==> src/design/jte_pkg.sv <==
package jte_pkg;

  localparam int TABLE_ENTRIES = 16;
  localparam int PID_BITS      = 22;

  // Fixed widths of the request and response fields.
  localparam int PID_W   = 22;
  localparam int JID_W   = 16;
  localparam int SEL_W   = 4;
  localparam int SLOT_W  = 4;
  localparam int STATE_W = 2;

  localparam int QUEUE_DEPTH = 2;

  localparam logic [2:0] MODE_ADD      = 3'd0;
  localparam logic [2:0] MODE_DEL      = 3'd1;
  localparam logic [2:0] MODE_SET_PID  = 3'd2;
  localparam logic [2:0] MODE_SET_JID  = 3'd3;
  localparam logic [2:0] MODE_FIND_PID = 3'd4;
  localparam logic [2:0] MODE_FIND_JID = 3'd5;
  localparam logic [2:0] MODE_FG       = 3'd6;
  localparam logic [2:0] MODE_READ     = 3'd7;

  localparam logic [1:0] STAT_OK   = 2'd0;
  localparam logic [1:0] STAT_KEY  = 2'd1;
  localparam logic [1:0] STAT_NONE = 2'd2;
  localparam logic [1:0] STAT_FULL = 2'd3;

  localparam logic [STATE_W-1:0] ST_FG = 2'd1;

  // A classified request as it travels from the front end to the back end.
  typedef struct packed {
    logic [2:0]         mode;
    logic [PID_W-1:0]   pid;
    logic [JID_W-1:0]   jid;
    logic [STATE_W-1:0] nst;
    logic [SEL_W-1:0]   sel;
    logic               early;
    logic [1:0]         early_status;
  } cmd_t;

endpackage

==> src/design/jte_front.sv <==
module jte_front #(
  parameter int TableEntries = jte_pkg::TABLE_ENTRIES,
  parameter int PidBits      = jte_pkg::PID_BITS
) (
  input  logic                         in_valid_i,
  output logic                         in_ready_o,
  input  logic [2:0]                   mode_i,
  input  logic [jte_pkg::PID_W-1:0]    proc_id_i,
  input  logic [jte_pkg::JID_W-1:0]    job_num_i,
  input  logic [jte_pkg::STATE_W-1:0]  new_state_i,
  input  logic [jte_pkg::SEL_W-1:0]    slot_sel_i,
  output logic                         push_valid_o,
  input  logic                         push_ready_i,
  output jte_pkg::cmd_t                push_cmd_o
);

  logic [jte_pkg::PID_W-1:0] pid;
  logic                      sel_out_of_range;

  // Only the low PidBits bits of the process id take part.
  always_comb begin
    for (int b = 0; b < jte_pkg::PID_W; b++) begin
      pid[b] = proc_id_i[b] && (b < PidBits);
    end
  end

  assign sel_out_of_range = {28'd0, slot_sel_i} >= 32'(TableEntries);

  assign in_ready_o   = push_ready_i;
  assign push_valid_o = in_valid_i;

  // Requests that fail on their key alone, and reads of a slot out of range, never need the table.
  always_comb begin
    push_cmd_o.mode         = mode_i;
    push_cmd_o.pid          = pid;
    push_cmd_o.jid          = job_num_i;
    push_cmd_o.nst          = new_state_i;
    push_cmd_o.sel          = slot_sel_i;
    push_cmd_o.early        = 1'b0;
    push_cmd_o.early_status = jte_pkg::STAT_OK;
    unique case (mode_i) inside
      jte_pkg::MODE_ADD, jte_pkg::MODE_DEL, jte_pkg::MODE_SET_PID,
      jte_pkg::MODE_FIND_PID: begin
        if (pid == '0) begin
          push_cmd_o.early        = 1'b1;
          push_cmd_o.early_status = jte_pkg::STAT_KEY;
        end
      end
      jte_pkg::MODE_SET_JID, jte_pkg::MODE_FIND_JID: begin
        if (job_num_i == '0) begin
          push_cmd_o.early        = 1'b1;
          push_cmd_o.early_status = jte_pkg::STAT_KEY;
        end
      end
      jte_pkg::MODE_READ: begin
        if (sel_out_of_range) begin
          push_cmd_o.early        = 1'b1;
          push_cmd_o.early_status = jte_pkg::STAT_NONE;
        end
      end
      default: begin
      end
    endcase
  end

endmodule

==> src/design/jte_queue.sv <==
module jte_queue (
  input  logic          clk_i,
  input  logic          rst_ni,
  input  logic          push_valid_i,
  output logic          push_ready_o,
  input  jte_pkg::cmd_t push_cmd_i,
  output logic          pop_valid_o,
  input  logic          pop_ready_i,
  output jte_pkg::cmd_t pop_cmd_o
);

  localparam int PtrW = (jte_pkg::QUEUE_DEPTH > 1) ? $clog2(jte_pkg::QUEUE_DEPTH) : 1;
  localparam int CntW = $clog2(jte_pkg::QUEUE_DEPTH + 1);

  jte_pkg::cmd_t       slots_q [jte_pkg::QUEUE_DEPTH];
  logic [PtrW-1:0]     wr_ptr_q, rd_ptr_q;
  logic [CntW-1:0]     cnt_q;
  logic                push, pop;

  assign push_ready_o = cnt_q != CntW'(jte_pkg::QUEUE_DEPTH);
  assign pop_valid_o  = cnt_q != '0;
  assign pop_cmd_o    = slots_q[rd_ptr_q];
  assign push         = push_valid_i && push_ready_o;
  assign pop          = pop_valid_o && pop_ready_i;

  always_ff @(posedge clk_i) begin
    if (push) begin
      slots_q[wr_ptr_q] <= push_cmd_i;
    end
  end

  always_ff @(posedge clk_i or negedge rst_ni) begin
    if (!rst_ni) begin
      wr_ptr_q <= '0;
      rd_ptr_q <= '0;
      cnt_q    <= '0;
    end else begin
      if (push) begin
        wr_ptr_q <= (wr_ptr_q == PtrW'(jte_pkg::QUEUE_DEPTH - 1)) ? '0 : wr_ptr_q + 1'b1;
      end
      if (pop) begin
        rd_ptr_q <= (rd_ptr_q == PtrW'(jte_pkg::QUEUE_DEPTH - 1)) ? '0 : rd_ptr_q + 1'b1;
      end
      if (push && !pop) begin
        cnt_q <= cnt_q + 1'b1;
      end else if (pop && !push) begin
        cnt_q <= cnt_q - 1'b1;
      end
    end
  end

endmodule

==> src/design/jte_back.sv <==
module jte_back #(
  parameter int TableEntries = jte_pkg::TABLE_ENTRIES,
  parameter int PidBits      = jte_pkg::PID_BITS
) (
  input  logic                         clk_i,
  input  logic                         rst_ni,
  input  logic                         cmd_valid_i,
  output logic                         cmd_ready_o,
  input  jte_pkg::cmd_t                cmd_i,
  output logic                         out_valid_o,
  input  logic                         out_ready_i,
  output logic                         ok_o,
  output logic [1:0]                   status_o,
  output logic [jte_pkg::PID_W-1:0]    res_pid_o,
  output logic [jte_pkg::JID_W-1:0]    res_jid_o,
  output logic [jte_pkg::STATE_W-1:0]  res_state_o,
  output logic [jte_pkg::SLOT_W-1:0]   res_slot_o
);

  localparam int IdxW = (TableEntries > 1) ? $clog2(TableEntries) : 1;
  localparam int CntW = $clog2(TableEntries + 1);
  localparam int PidW = (PidBits < jte_pkg::PID_W) ? PidBits : jte_pkg::PID_W;
  localparam int JidW = jte_pkg::JID_W;
  localparam int StW  = jte_pkg::STATE_W;
  localparam int RowW = PidW + JidW + StW;

  localparam logic [2:0] S_IDLE   = 3'd0;
  localparam logic [2:0] S_RDSLOT = 3'd1;
  localparam logic [2:0] S_SCAN   = 3'd2;
  localparam logic [2:0] S_APPLY  = 3'd3;
  localparam logic [2:0] S_DONE   = 3'd4;

  // Table storage: one row per slot, plus a live bit per slot cleared at reset.
  logic [RowW-1:0]     mem [TableEntries];
  logic [TableEntries-1:0] live_q;

  logic [2:0]          state_q;
  jte_pkg::cmd_t       cmd_q;
  logic [CntW-1:0]     idx_q;
  logic                chk_vld_q;
  logic [IdxW-1:0]     chk_idx_q;
  logic                found_q;
  logic [IdxW-1:0]     hit_idx_q;
  logic [PidW-1:0]     hit_pid_q;
  logic [JidW-1:0]     hit_jid_q;
  logic [StW-1:0]      hit_st_q;
  logic [JidW-1:0]     max_jid_q;
  logic [JidW-1:0]     next_jid_q;
  logic [RowW-1:0]     rd_row_q;
  logic                rd_live_q;

  logic                pend_ok_q;
  logic [1:0]          pend_status_q;
  logic [PidW-1:0]     pend_pid_q;
  logic [JidW-1:0]     pend_jid_q;
  logic [StW-1:0]      pend_st_q;
  logic [IdxW-1:0]     pend_slot_q;

  logic                out_valid_q;
  logic                ok_q;
  logic [1:0]          status_q;
  logic [jte_pkg::PID_W-1:0]  res_pid_q;
  logic [JidW-1:0]     res_jid_q;
  logic [StW-1:0]      res_st_q;
  logic [jte_pkg::SLOT_W-1:0] res_slot_q;

  logic [IdxW-1:0]     rd_addr;
  logic                issue;
  logic [PidW-1:0]     ent_pid;
  logic [JidW-1:0]     ent_jid;
  logic [StW-1:0]      ent_st;
  logic                match;
  logic                hit_now;
  logic                last_now;
  logic                is_del;
  logic                mem_we;
  logic [RowW-1:0]     mem_wd;
  logic [JidW-1:0]     jid_inc;
  logic                out_free;
  logic                out_load;

  assign cmd_ready_o = state_q == S_IDLE;
  assign rd_addr     = (state_q == S_IDLE) ? IdxW'(cmd_i.sel) : idx_q[IdxW-1:0];
  assign issue       = (state_q == S_SCAN) && (idx_q < CntW'(TableEntries));

  // A slot that was never written, or was deleted, reads as all zero.
  assign ent_pid = rd_live_q ? rd_row_q[RowW-1 -: PidW] : '0;
  assign ent_jid = rd_live_q ? rd_row_q[StW +: JidW] : '0;
  assign ent_st  = rd_live_q ? rd_row_q[StW-1:0] : '0;

  always_comb begin
    unique case (cmd_q.mode) inside
      jte_pkg::MODE_ADD: match = ent_pid == '0;
      jte_pkg::MODE_DEL, jte_pkg::MODE_SET_PID, jte_pkg::MODE_FIND_PID:
        match = ent_pid == cmd_q.pid[PidW-1:0];
      jte_pkg::MODE_SET_JID, jte_pkg::MODE_FIND_JID: match = ent_jid == cmd_q.jid;
      jte_pkg::MODE_FG: match = ent_st == jte_pkg::ST_FG;
      default: match = 1'b0;
    endcase
  end

  assign hit_now  = chk_vld_q && match && !found_q;
  assign last_now = chk_vld_q && (chk_idx_q == IdxW'(TableEntries - 1));
  assign is_del   = cmd_q.mode == jte_pkg::MODE_DEL;
  assign jid_inc  = next_jid_q + 1'b1;
  assign out_free = !out_valid_q || out_ready_i;
  assign out_load = (state_q == S_DONE) && out_free;

  always_comb begin
    mem_we = 1'b0;
    mem_wd = {hit_pid_q, hit_jid_q, cmd_q.nst};
    if (state_q == S_APPLY) begin
      unique case (cmd_q.mode) inside
        jte_pkg::MODE_ADD: begin
          mem_we = 1'b1;
          mem_wd = {cmd_q.pid[PidW-1:0], next_jid_q, cmd_q.nst};
        end
        jte_pkg::MODE_SET_PID, jte_pkg::MODE_SET_JID: mem_we = 1'b1;
        default: mem_we = 1'b0;
      endcase
    end
  end

  always_ff @(posedge clk_i) begin
    if (mem_we) begin
      mem[hit_idx_q] <= mem_wd;
    end
    rd_row_q <= mem[rd_addr];
  end

  always_ff @(posedge clk_i or negedge rst_ni) begin
    if (!rst_ni) begin
      state_q       <= S_IDLE;
      cmd_q         <= '0;
      idx_q         <= '0;
      chk_vld_q     <= 1'b0;
      chk_idx_q     <= '0;
      found_q       <= 1'b0;
      hit_idx_q     <= '0;
      hit_pid_q     <= '0;
      hit_jid_q     <= '0;
      hit_st_q      <= '0;
      max_jid_q     <= '0;
      next_jid_q    <= JidW'(1);
      live_q        <= '0;
      rd_live_q     <= 1'b0;
      pend_ok_q     <= 1'b0;
      pend_status_q <= jte_pkg::STAT_OK;
      pend_pid_q    <= '0;
      pend_jid_q    <= '0;
      pend_st_q     <= '0;
      pend_slot_q   <= '0;
      out_valid_q   <= 1'b0;
      ok_q          <= 1'b0;
      status_q      <= jte_pkg::STAT_OK;
      res_pid_q     <= '0;
      res_jid_q     <= '0;
      res_st_q      <= '0;
      res_slot_q    <= '0;
    end else begin
      rd_live_q <= live_q[rd_addr];
      if (out_load) begin
        out_valid_q <= 1'b1;
      end else if (out_ready_i) begin
        out_valid_q <= 1'b0;
      end

      unique case (state_q)
        S_IDLE: begin
          idx_q     <= '0;
          chk_vld_q <= 1'b0;
          found_q   <= 1'b0;
          max_jid_q <= '0;
          if (cmd_valid_i) begin
            cmd_q <= cmd_i;
            if (cmd_i.early) begin
              pend_ok_q     <= 1'b0;
              pend_status_q <= cmd_i.early_status;
              pend_pid_q    <= '0;
              pend_jid_q    <= '0;
              pend_st_q     <= '0;
              pend_slot_q   <= '0;
              state_q       <= S_DONE;
            end else if (cmd_i.mode == jte_pkg::MODE_READ) begin
              state_q <= S_RDSLOT;
            end else begin
              state_q <= S_SCAN;
            end
          end
        end

        S_RDSLOT: begin
          pend_ok_q     <= 1'b1;
          pend_status_q <= jte_pkg::STAT_OK;
          pend_pid_q    <= ent_pid;
          pend_jid_q    <= ent_jid;
          pend_st_q     <= ent_st;
          pend_slot_q   <= IdxW'(cmd_q.sel);
          state_q       <= S_DONE;
        end

        S_SCAN: begin
          // Reads are issued one slot per cycle; each is checked in the following cycle.
          if (issue) begin
            idx_q <= idx_q + 1'b1;
          end
          chk_vld_q <= issue;
          chk_idx_q <= idx_q[IdxW-1:0];
          // The running maximum skips only the slot that a delete removes.
          if (chk_vld_q && !hit_now && (ent_jid > max_jid_q)) begin
            max_jid_q <= ent_jid;
          end
          if (hit_now) begin
            found_q   <= 1'b1;
            hit_idx_q <= chk_idx_q;
            hit_pid_q <= ent_pid;
            hit_jid_q <= ent_jid;
            hit_st_q  <= ent_st;
          end
          if ((!is_del && hit_now) || (is_del && last_now && (found_q || hit_now))) begin
            state_q <= S_APPLY;
          end else if (last_now) begin
            pend_ok_q     <= 1'b0;
            pend_status_q <= (cmd_q.mode == jte_pkg::MODE_ADD) ? jte_pkg::STAT_FULL
                                                               : jte_pkg::STAT_NONE;
            pend_pid_q    <= '0;
            pend_jid_q    <= '0;
            pend_st_q     <= '0;
            pend_slot_q   <= '0;
            state_q       <= S_DONE;
          end
        end

        S_APPLY: begin
          pend_ok_q     <= 1'b1;
          pend_status_q <= jte_pkg::STAT_OK;
          pend_slot_q   <= hit_idx_q;
          unique case (cmd_q.mode) inside
            jte_pkg::MODE_ADD: begin
              pend_pid_q        <= cmd_q.pid[PidW-1:0];
              pend_jid_q        <= next_jid_q;
              pend_st_q         <= cmd_q.nst;
              live_q[hit_idx_q] <= 1'b1;
              next_jid_q        <= (jid_inc > JidW'(TableEntries)) ? JidW'(1) : jid_inc;
            end
            jte_pkg::MODE_DEL: begin
              pend_pid_q        <= hit_pid_q;
              pend_jid_q        <= hit_jid_q;
              pend_st_q         <= hit_st_q;
              live_q[hit_idx_q] <= 1'b0;
              next_jid_q        <= max_jid_q + 1'b1;
            end
            jte_pkg::MODE_SET_PID, jte_pkg::MODE_SET_JID: begin
              pend_pid_q <= hit_pid_q;
              pend_jid_q <= hit_jid_q;
              pend_st_q  <= cmd_q.nst;
            end
            default: begin
              pend_pid_q <= hit_pid_q;
              pend_jid_q <= hit_jid_q;
              pend_st_q  <= hit_st_q;
            end
          endcase
          state_q <= S_DONE;
        end

        S_DONE: begin
          if (out_free) begin
            ok_q        <= pend_ok_q;
            status_q    <= pend_status_q;
            res_pid_q   <= jte_pkg::PID_W'(pend_pid_q);
            res_jid_q   <= pend_jid_q;
            res_st_q    <= pend_st_q;
            res_slot_q  <= jte_pkg::SLOT_W'(pend_slot_q);
            state_q     <= S_IDLE;
          end
        end

        default: state_q <= S_IDLE;
      endcase
    end
  end

  assign out_valid_o = out_valid_q;
  assign ok_o        = ok_q;
  assign status_o    = status_q;
  assign res_pid_o   = res_pid_q;
  assign res_jid_o   = res_jid_q;
  assign res_state_o = res_st_q;
  assign res_slot_o  = res_slot_q;

endmodule

==> src/design/job_table_engine_core.sv <==
// Channel   Direction  Handshake                 Payload
// request   in         in_valid_i / in_ready_o   mode_i, proc_id_i, job_num_i,
//                                                new_state_i, slot_sel_i
// response  out        out_valid_o / out_ready_i ok_o, status_o, res_pid_o,
//                                                res_jid_o, res_state_o, res_slot_o
//
// A request that walks the table reads one slot per cycle from the table memory in the
// back end, plus dispatch, update and hand-off; a slot read and a request rejected on its
// key skip the walk through the table.
// Reset empties the table through per-slot live bits at once and sets the next job id to 1.
// A two-entry queue takes requests while the back end works, and the response register
// lets the back end finish a request while the previous response waits.
module job_table_engine_core #(
  parameter int TableEntries = jte_pkg::TABLE_ENTRIES,
  parameter int PidBits      = jte_pkg::PID_BITS
) (
  input  logic                         clk_i,
  input  logic                         rst_ni,
  input  logic                         in_valid_i,
  output logic                         in_ready_o,
  input  logic [2:0]                   mode_i,
  input  logic [jte_pkg::PID_W-1:0]    proc_id_i,
  input  logic [jte_pkg::JID_W-1:0]    job_num_i,
  input  logic [jte_pkg::STATE_W-1:0]  new_state_i,
  input  logic [jte_pkg::SEL_W-1:0]    slot_sel_i,
  output logic                         out_valid_o,
  input  logic                         out_ready_i,
  output logic                         ok_o,
  output logic [1:0]                   status_o,
  output logic [jte_pkg::PID_W-1:0]    res_pid_o,
  output logic [jte_pkg::JID_W-1:0]    res_jid_o,
  output logic [jte_pkg::STATE_W-1:0]  res_state_o,
  output logic [jte_pkg::SLOT_W-1:0]   res_slot_o
);

  logic          push_valid, push_ready;
  jte_pkg::cmd_t push_cmd;
  logic          pop_valid, pop_ready;
  jte_pkg::cmd_t pop_cmd;

  jte_front #(
    .TableEntries(TableEntries),
    .PidBits     (PidBits)
  ) u_front (
    .in_valid_i  (in_valid_i),
    .in_ready_o  (in_ready_o),
    .mode_i      (mode_i),
    .proc_id_i   (proc_id_i),
    .job_num_i   (job_num_i),
    .new_state_i (new_state_i),
    .slot_sel_i  (slot_sel_i),
    .push_valid_o(push_valid),
    .push_ready_i(push_ready),
    .push_cmd_o  (push_cmd)
  );

  jte_queue u_queue (
    .clk_i       (clk_i),
    .rst_ni      (rst_ni),
    .push_valid_i(push_valid),
    .push_ready_o(push_ready),
    .push_cmd_i  (push_cmd),
    .pop_valid_o (pop_valid),
    .pop_ready_i (pop_ready),
    .pop_cmd_o   (pop_cmd)
  );

  jte_back #(
    .TableEntries(TableEntries),
    .PidBits     (PidBits)
  ) u_back (
    .clk_i      (clk_i),
    .rst_ni     (rst_ni),
    .cmd_valid_i(pop_valid),
    .cmd_ready_o(pop_ready),
    .cmd_i      (pop_cmd),
    .out_valid_o(out_valid_o),
    .out_ready_i(out_ready_i),
    .ok_o       (ok_o),
    .status_o   (status_o),
    .res_pid_o  (res_pid_o),
    .res_jid_o  (res_jid_o),
    .res_state_o(res_state_o),
    .res_slot_o (res_slot_o)
  );

endmodule

==> config.mk <==
export PLATFORM = sky130hd
export DESIGN_NAME = job_table_engine_core
export DESIGN_NICKNAME = d
export VERILOG_FILES = /design/src/design/jte_pkg.sv /design/src/design/jte_front.sv /design/src/design/jte_queue.sv /design/src/design/jte_back.sv /design/src/design/job_table_engine_core.sv
export SDC_FILE = /design/constraint.sdc
export NUM_CORES = 2
export LEC_CHECK = 0
export ABC_CLOCK_PERIOD_IN_PS = 4700
export BUFFER_PORTS_ARGS = -buffer_cell sky130_fd_sc_hd__buf_2
export CAP_MARGIN = 25
export CELL_PAD_IN_SITES_DETAIL_PLACEMENT = 1
export CELL_PAD_IN_SITES_GLOBAL_PLACEMENT = 2
export CORE_ASPECT_RATIO = 0.8
export CORE_MARGIN = 2
export CORE_UTILIZATION = 43
export DETAILED_ROUTE_END_ITERATION = 10
export PLACE_DENSITY = 0.81
export SKIP_CTS_REPAIR_TIMING = 1
export SLEW_MARGIN = 5
export SYNTH_ARGS = -nofsm -noshare
export SYNTH_HDL_FRONTEND = slang
export SYNTH_HIERARCHICAL = 1
export SYNTH_SLANG_ARGS = --single-unit
==> constraint.sdc <==
create_clock -name clk_i -period 4.7 [get_ports clk_i]
set_input_delay 0.235 -clock clk_i [delete_from_list [all_inputs] [get_ports clk_i]]
set_output_delay 0.235 -clock clk_i [all_outputs]
set_load 0.02 [all_outputs]
# Word level (Yosys, flattened, before mapping)

Memory sizes are Yosys's and may differ from the RTL's. A register that Yosys moved wholly into a read port is not among the register bits.
Cells that the tools add are included.

Bits in registers: 253
Memory bits (writable): 740
Input bits: 51
Output and inout port bits: 49
Word-level logic and storage cells: 212
Memories kept: 2

Memory list:

| name            | words | width | rd ports | clocked after memory_dff | write ports | line            | RTL |
|---|---|---|---|---|---|---|---|
| u_back.mem      | 16    | 40    | 1        | 1                        | 1           | jte_back.sv:34  | `logic [RowW-1:0] mem [TableEntries];` |
| u_queue.slots_q | 2     | 50    | 1        | 0                        | 1           | jte_queue.sv:15 | `jte_pkg::cmd_t slots_q [jte_pkg::QUEUE_DEPTH];` |

Add/sub/neg operators: 7
Order comparisons: 6
Equality and inequality tests: 30
Muxes and demuxes: 77
Bitwise gates (word level): 3
Reductions and logical operators: 53

Operators by type and width:

| cell                    | count |
|---|---|
| $mux W22                | 6 |
| $mux W16                | 8 |
| $pmux W16 S2            | 3 |
| $pmux W22 S4            | 1 |
| $mux W40                | 2 |
| $pmux W16 S4            | 1 |
| $logic_not A22 Y1       | 2 |
| $add A16 B1 Y16 const B | 2 |
| $mux W2                 | 13 |
| $eq A22 B22 Y1          | 1 |
| $eq A3 B3 Y1 const B    | 7 |
| $mux W3                 | 7 |
| $mux W4                 | 5 |
| $eq A3 B2 Y1 const B    | 6 |
| $mux W1                 | 18 |
| $and A16 B16 Y16        | 1 |
| $eq A16 B16 Y1          | 1 |
| $gt A16 B16 Y1          | 1 |
| $gt A16 B5 Y1 const B   | 1 |
| $logic_not A16 Y1       | 1 |
| $not A16 Y16            | 1 |
| $or A16 B16 Y16         | 1 |
| $pmux W4 S4             | 1 |
| $logic_and A1 B1 Y1     | 15 |
| other kinds (36)        | 71 |

# Logic depth before layout (Yosys ltp)

Word-level depth: 10
Depth in mapped cells: 16
Depth with buffers taken out: 11

# By module

The synthesis kept the hierarchy.

By module, submodules not included:

| module    | instances | cells each | area each (um2) |
|---|---|---|---|
| jte_back  | 1         | 2430       | 38425.6 |
| jte_queue | 1         | 174        | 4055.1 |
| jte_front | 1         | 68         | 505.5 |

# Least setup slack after synthesis

OpenSTA, ideal clock, no wires.

Path kind: reg-to-reg
Start point: register u_back/cmd_q[48] (netlist bit)
End point: memory u_back/mem[13][0] (netlist bit), enable pin
Setup time: 0.487 ns
Data arrival time: 4.245 ns
Required time: 4.213 ns
Setup slack: -0.032 ns
Stages on the path, launching flop included: 7
Period minus slack after synthesis: 4.732 ns
Cells stage by stage: dfrtp_1 -> clkbuf_1 -> inv_1 -> a21oi_1 -> nand3_1 -> clkbuf_1 -> nor3_1

Cells in the longest elaborated chain, start to end: 6
Elaborated cells between the ends (all ways): 8
Those cells by class: eq/ne: 2; mux: 4; reduce/logical: 2

RTL lines:

| item                                                              | line            | RTL |
|---|---|---|
| start, declared                                                   | jte_back.sv:38  | `jte_pkg::cmd_t cmd_q;` |
| start signal, assigned                                            | jte_back.sv:175 | `cmd_q <= cmd_i;` |
| $eq A3 B2 Y1 (no line) / $logic_not A3 Y1 (equally long branches) | --              |  |
| $reduce_or A3 Y1 (no line) (*)                                    | --              |  |
| $mux W1 (*)                                                       | jte_back.sv:113 | `unique case (cmd_q.mode) inside` |
| $mux W1 (*)                                                       | jte_back.sv:112 | `if (state_q == S_APPLY) begin` |
| $mux W1 (*)                                                       | jte_back.sv:125 | `if (mem_we) begin` |
| $mux W1 (not written as such) (*)                                 | jte_back.sv:126 | `mem[hit_idx_q] <= mem_wd;` |
| end, declared                                                     | jte_back.sv:34  |  |

Every way passes the cells marked *; elsewhere a longest branch is shown, timed or not.

# Worst setup path after layout

Start point: register u_back/cmd_q[48] (netlist bit)
End point: register u_back.hit_pid_q[11]

Cells in the longest elaborated chain, start to end: 6
Elaborated cells between the ends (all ways): 13
Those cells by class: eq/ne: 6; mux: 1; reduce/logical: 6

RTL lines:

| item                                                        | line            | RTL |
|---|---|---|
| $eq A3 B2 Y1 (no line), or another cell as far along        | --              |  |
| $reduce_or A3 Y1 / $reduce_or A2 Y1 (equally long branches) | jte_back.sv:92  | `unique case (cmd_q.mode) inside` |
| $pmux W1 S4 (*)                                             | jte_back.sv:92  |  |
| $logic_and A1 B1 Y1 (*) (2 in a row)                        | jte_back.sv:102 | `assign hit_now = chk_vld_q && match && !found_q;` |
| $reduce_and A2 Y1 (no line) (*)                             | --              |  |
| end signal, assigned                                        | jte_back.sv:216 | `hit_pid_q <= ent_pid;` |
| end, declared                                               | jte_back.sv:44  | `logic [PidW-1:0] hit_pid_q;` |

Marks and branches as above.
A chain may end at the register's enable or synchronous reset.

==> run summary <==
Post-Place Setup Slack = 0.976 ns
minimum clock period = 3.78 ns
status = finished, final reports clean
Avg Cell Area, Syn = 16.1 um^2
Sw Share = 0.344
nets = 2848
Max-slew headroom = 0.350
Final setup viols = 0
Slew @ Worst Pin = 0.975 ns
CTS Buf Count = 97
worst r2r src = u_back/cmd_q[48]
post-synthesis sequential area ratio = 0.683
required time worst endpoint = 5.29 ns
H-Tree Depth = 3
CTS clk-pin slew, worst paths = 0.06 ns
RSZ-0062 raised after global routing = no
combinational power share = 0.327
Hold Crit Class = in2async
Startpoint Class = register
Synthesis Warnings = 6
post-synth top area share = 0.517
commonest non-fill, non-tap cell in the layout = edfxtp_1
Routed Antenna Nets = 0
synthesis-to-layout area growth = 13.2%
sequential share of power = 0.412
CTS tree = built
# port buffers = 99
# IOs = 100
hpwl dp = 69600 um
wirelength, routed = 115000 um
via count = 24.6k
synth top area cells = edfxtp_1 52%, dfrtp_1 15%, mux4_2 8.6%
gpl congestion = 0.847
Top delay family on crit path = compound AO/OA/AOI/OAI gates
post-route total power = 31.0 mW
# clock sinks = 1033
CP Capture Type = register
floorplan row count = 103
CP bufs+invs = 1
Mapped Area = 43000 um^2
share of layout cells above drive strength 1 = 0.246
Worst Skew = 0.0483 ns
post-synth top area cell = edfxtp_1
Chip Height = 287 um
crit-path most repeated cell = o21ai_0
largest net degree at the start of global routing = 117
number of global-route vias before repair = 25.9k
net count after synthesis = 2744
Global Route Usage Sum = 0.225
EDFF count, synth = 740
worst path cell trace = o21ai_0 -> o21ai_0 -> a221o_1 -> nor4_1 -> nand4_1 -> a21o_1 -> nor2_8 -> buf_12 -> mux2i_1
Slew Viols, Final = 0
Avg WL per Cell = 27.6 um
CP Data Arrival Time = 4.37 ns
final worst slack = 0.917 ns
first-pass GRT wire length = 171000 um
worst-skew pair later-pin latency = 0.69 ns
chip width = 357 um
Lkg Pwr = 17.8 nW
r2r setup slk = 0.92 ns
f_max = 264 MHz
Internal = 20.3 mW
Psw = 10.7 mW
VDD IR max = 0.000374 V
clock power share = 0.261
number of max-cap violations = 0
PD cells = 636 nW/um^2
crit path kind = reg2reg
CTS Buffer Depth = 3
DR DRC count = 0
post-route insts no fill = 4176
GRT overflow = 0
Critical Path Slowest Stage Cell = nor2_8
CP max FO = 30
R2R Path End = u_back/hit_pid_q[11]
Reg2Reg Depth = 9
most frequent cells in the layout = 740 x edfxtp_1, 249 x dfrtp_1, 240 x nand2_1
async set-reset flop share out of synthesis = 0.245
Core Region = 98800 um^2
Root Driver = clkbuf_16
crit-path max cell delay = 0.71 ns
DR pass1 iterations = 5
period utilization = 0.805
final hold vios = 0
initial DRC count = 2083
synthesized instance count = 2672
Yosys reg bits = 1033
Post-Place Cells = 3939
Top FF cell, synth = edfxtp_1
Unique masters post-synth = 74
Die Footprint = 103000 um^2
initial antenna violation count = 2
Initial Util = 0.435
via-per-instance ratio = 5.89
-- layer usage --
| metal | track usage | part of all wire | up-vias |
|---|---|---|---|
| met2 | 0.367 | 0.49 | 711 |
| met5 | 0 | 0 | - |
| met1 | 0.321 | 0.44 | 13220 |
| met4 | 0.0564 | 0.023 | 0 |
| li1 | - | - | 10487 |
| met3 | 0.0319 | 0.051 | 178 |
-- power groups by stage --
stage | sequential [mW] | clock, mW | combinational, mW
after global routing | 12.9 | 8.55 | 11.0
after floorplan | 12.3 | 0 | 7.36
after detailed placement | 12.9 | 0 | 10.1
after global placement | 12.8 | 0 | 9.77
after CTS | 12.7 | 8.20 | 10.2
final | 12.8 | 8.07 | 10.1
-- logic make-up (layout without fill, tap and decap cells) --
logic type	count (synthesis)	count (layout)	share of synthesized area
muxes	403	403	0.152
adders and majority gates	21	21	0.00611
buffers and inverters	258	447	0.0319
DFF	1033	1033	0.683
other	1	4	0.0000872
xor gates and xnor gates	35	35	0.00713
AOI/OAI and AO/OA	352	352	0.0557
and+or+nand+nor	569	569	0.0643
-- synthesized netlist by cell type, types with 40 or more instances --
| library cell | number |
|---|---|
| nor2_1 | 58 |
| o21ai_0 | 51 |
| mux2_4 | 49 |
| and2_1 | 64 |
| nand2_1 | 240 |
| dfrtp_1 | 252 |
| dfxtp_1 | 40 |
| edfxtp_1 | 740 |
| mux2_2 | 140 |
| buf_4 | 53 |
| a21oi_1 | 84 |
| nand3_1 | 64 |
| mux4_2 | 164 |
| clkbuf_1 | 105 |
| a31oi_1 | 50 |
| nor3_1 | 41 |
| a211oi_1 | 47 |
| inv_1 | 49 |
-- layout make-up --
type,instances,area (um^2)
diodes,3,7.51
clock buffers,139,2720
clock inverters,45,564
fillers,9359,50200
inverters,49,184
multi-input cells,1381,12400
flip-flops and latches,1033,29400
well taps,1312,1640
repair buffers,214,1730
-- how the worst max path moves through the flow --
stage                                  from                   end  cells after the start
final                      u_back/cmd_q[48]  u_back/hit_pid_q[11]                      9
after detailed placement  u_back/state_q[2]   u_back/rd_row_q[33]                      9
after global placement    u_back/state_q[2]    u_back/rd_row_q[9]                      8
after floorplan            u_back/cmd_q[48]     u_back/mem[13][0]                      6
after CTS                 u_back/state_q[2]    u_back/rd_row_q[9]                      8
after global routing       u_back/cmd_q[48]  u_back/hit_pid_q[11]                      9
-- registers in the layout, indices dropped and copies added, names as in the netlist, 3 cells and up, named ones only --
signal and cells:
u_back/res_jid_o 16, u_back/idx_q 5, u_back/cmd_q 47, u_back/chk_idx_q 4, u_back/state_q 3, u_back/pend_jid_q 16
u_back/res_slot_o 4, u_back/rd_row_q 40, u_queue/slots_q 100, u_back/hit_idx_q 4, u_back/pend_slot_q 4, u_back/hit_pid_q 22
u_back/max_jid_q 16, u_back/mem 640, u_back/next_jid_q 16, u_back/hit_jid_q 16, u_back/res_pid_o 22, u_back/pend_pid_q 22
-- per-stage QoR --
stage	setup TNS, ns	instance area [um^2]	hold slack [ns]	utilization
2_1_floorplan	-11.55	43000	-0.0606	-
3_3_place_gp	0	44800	0.396	0.453
3_5_place_dp	0	44900	0.411	0.454
4_1_cts	0	48100	-0.311	0.487
5_1_grt	0	48600	0.268	0.492
6_report	0	48600	0.262	0.492
(Power assumes the default switching activity.)
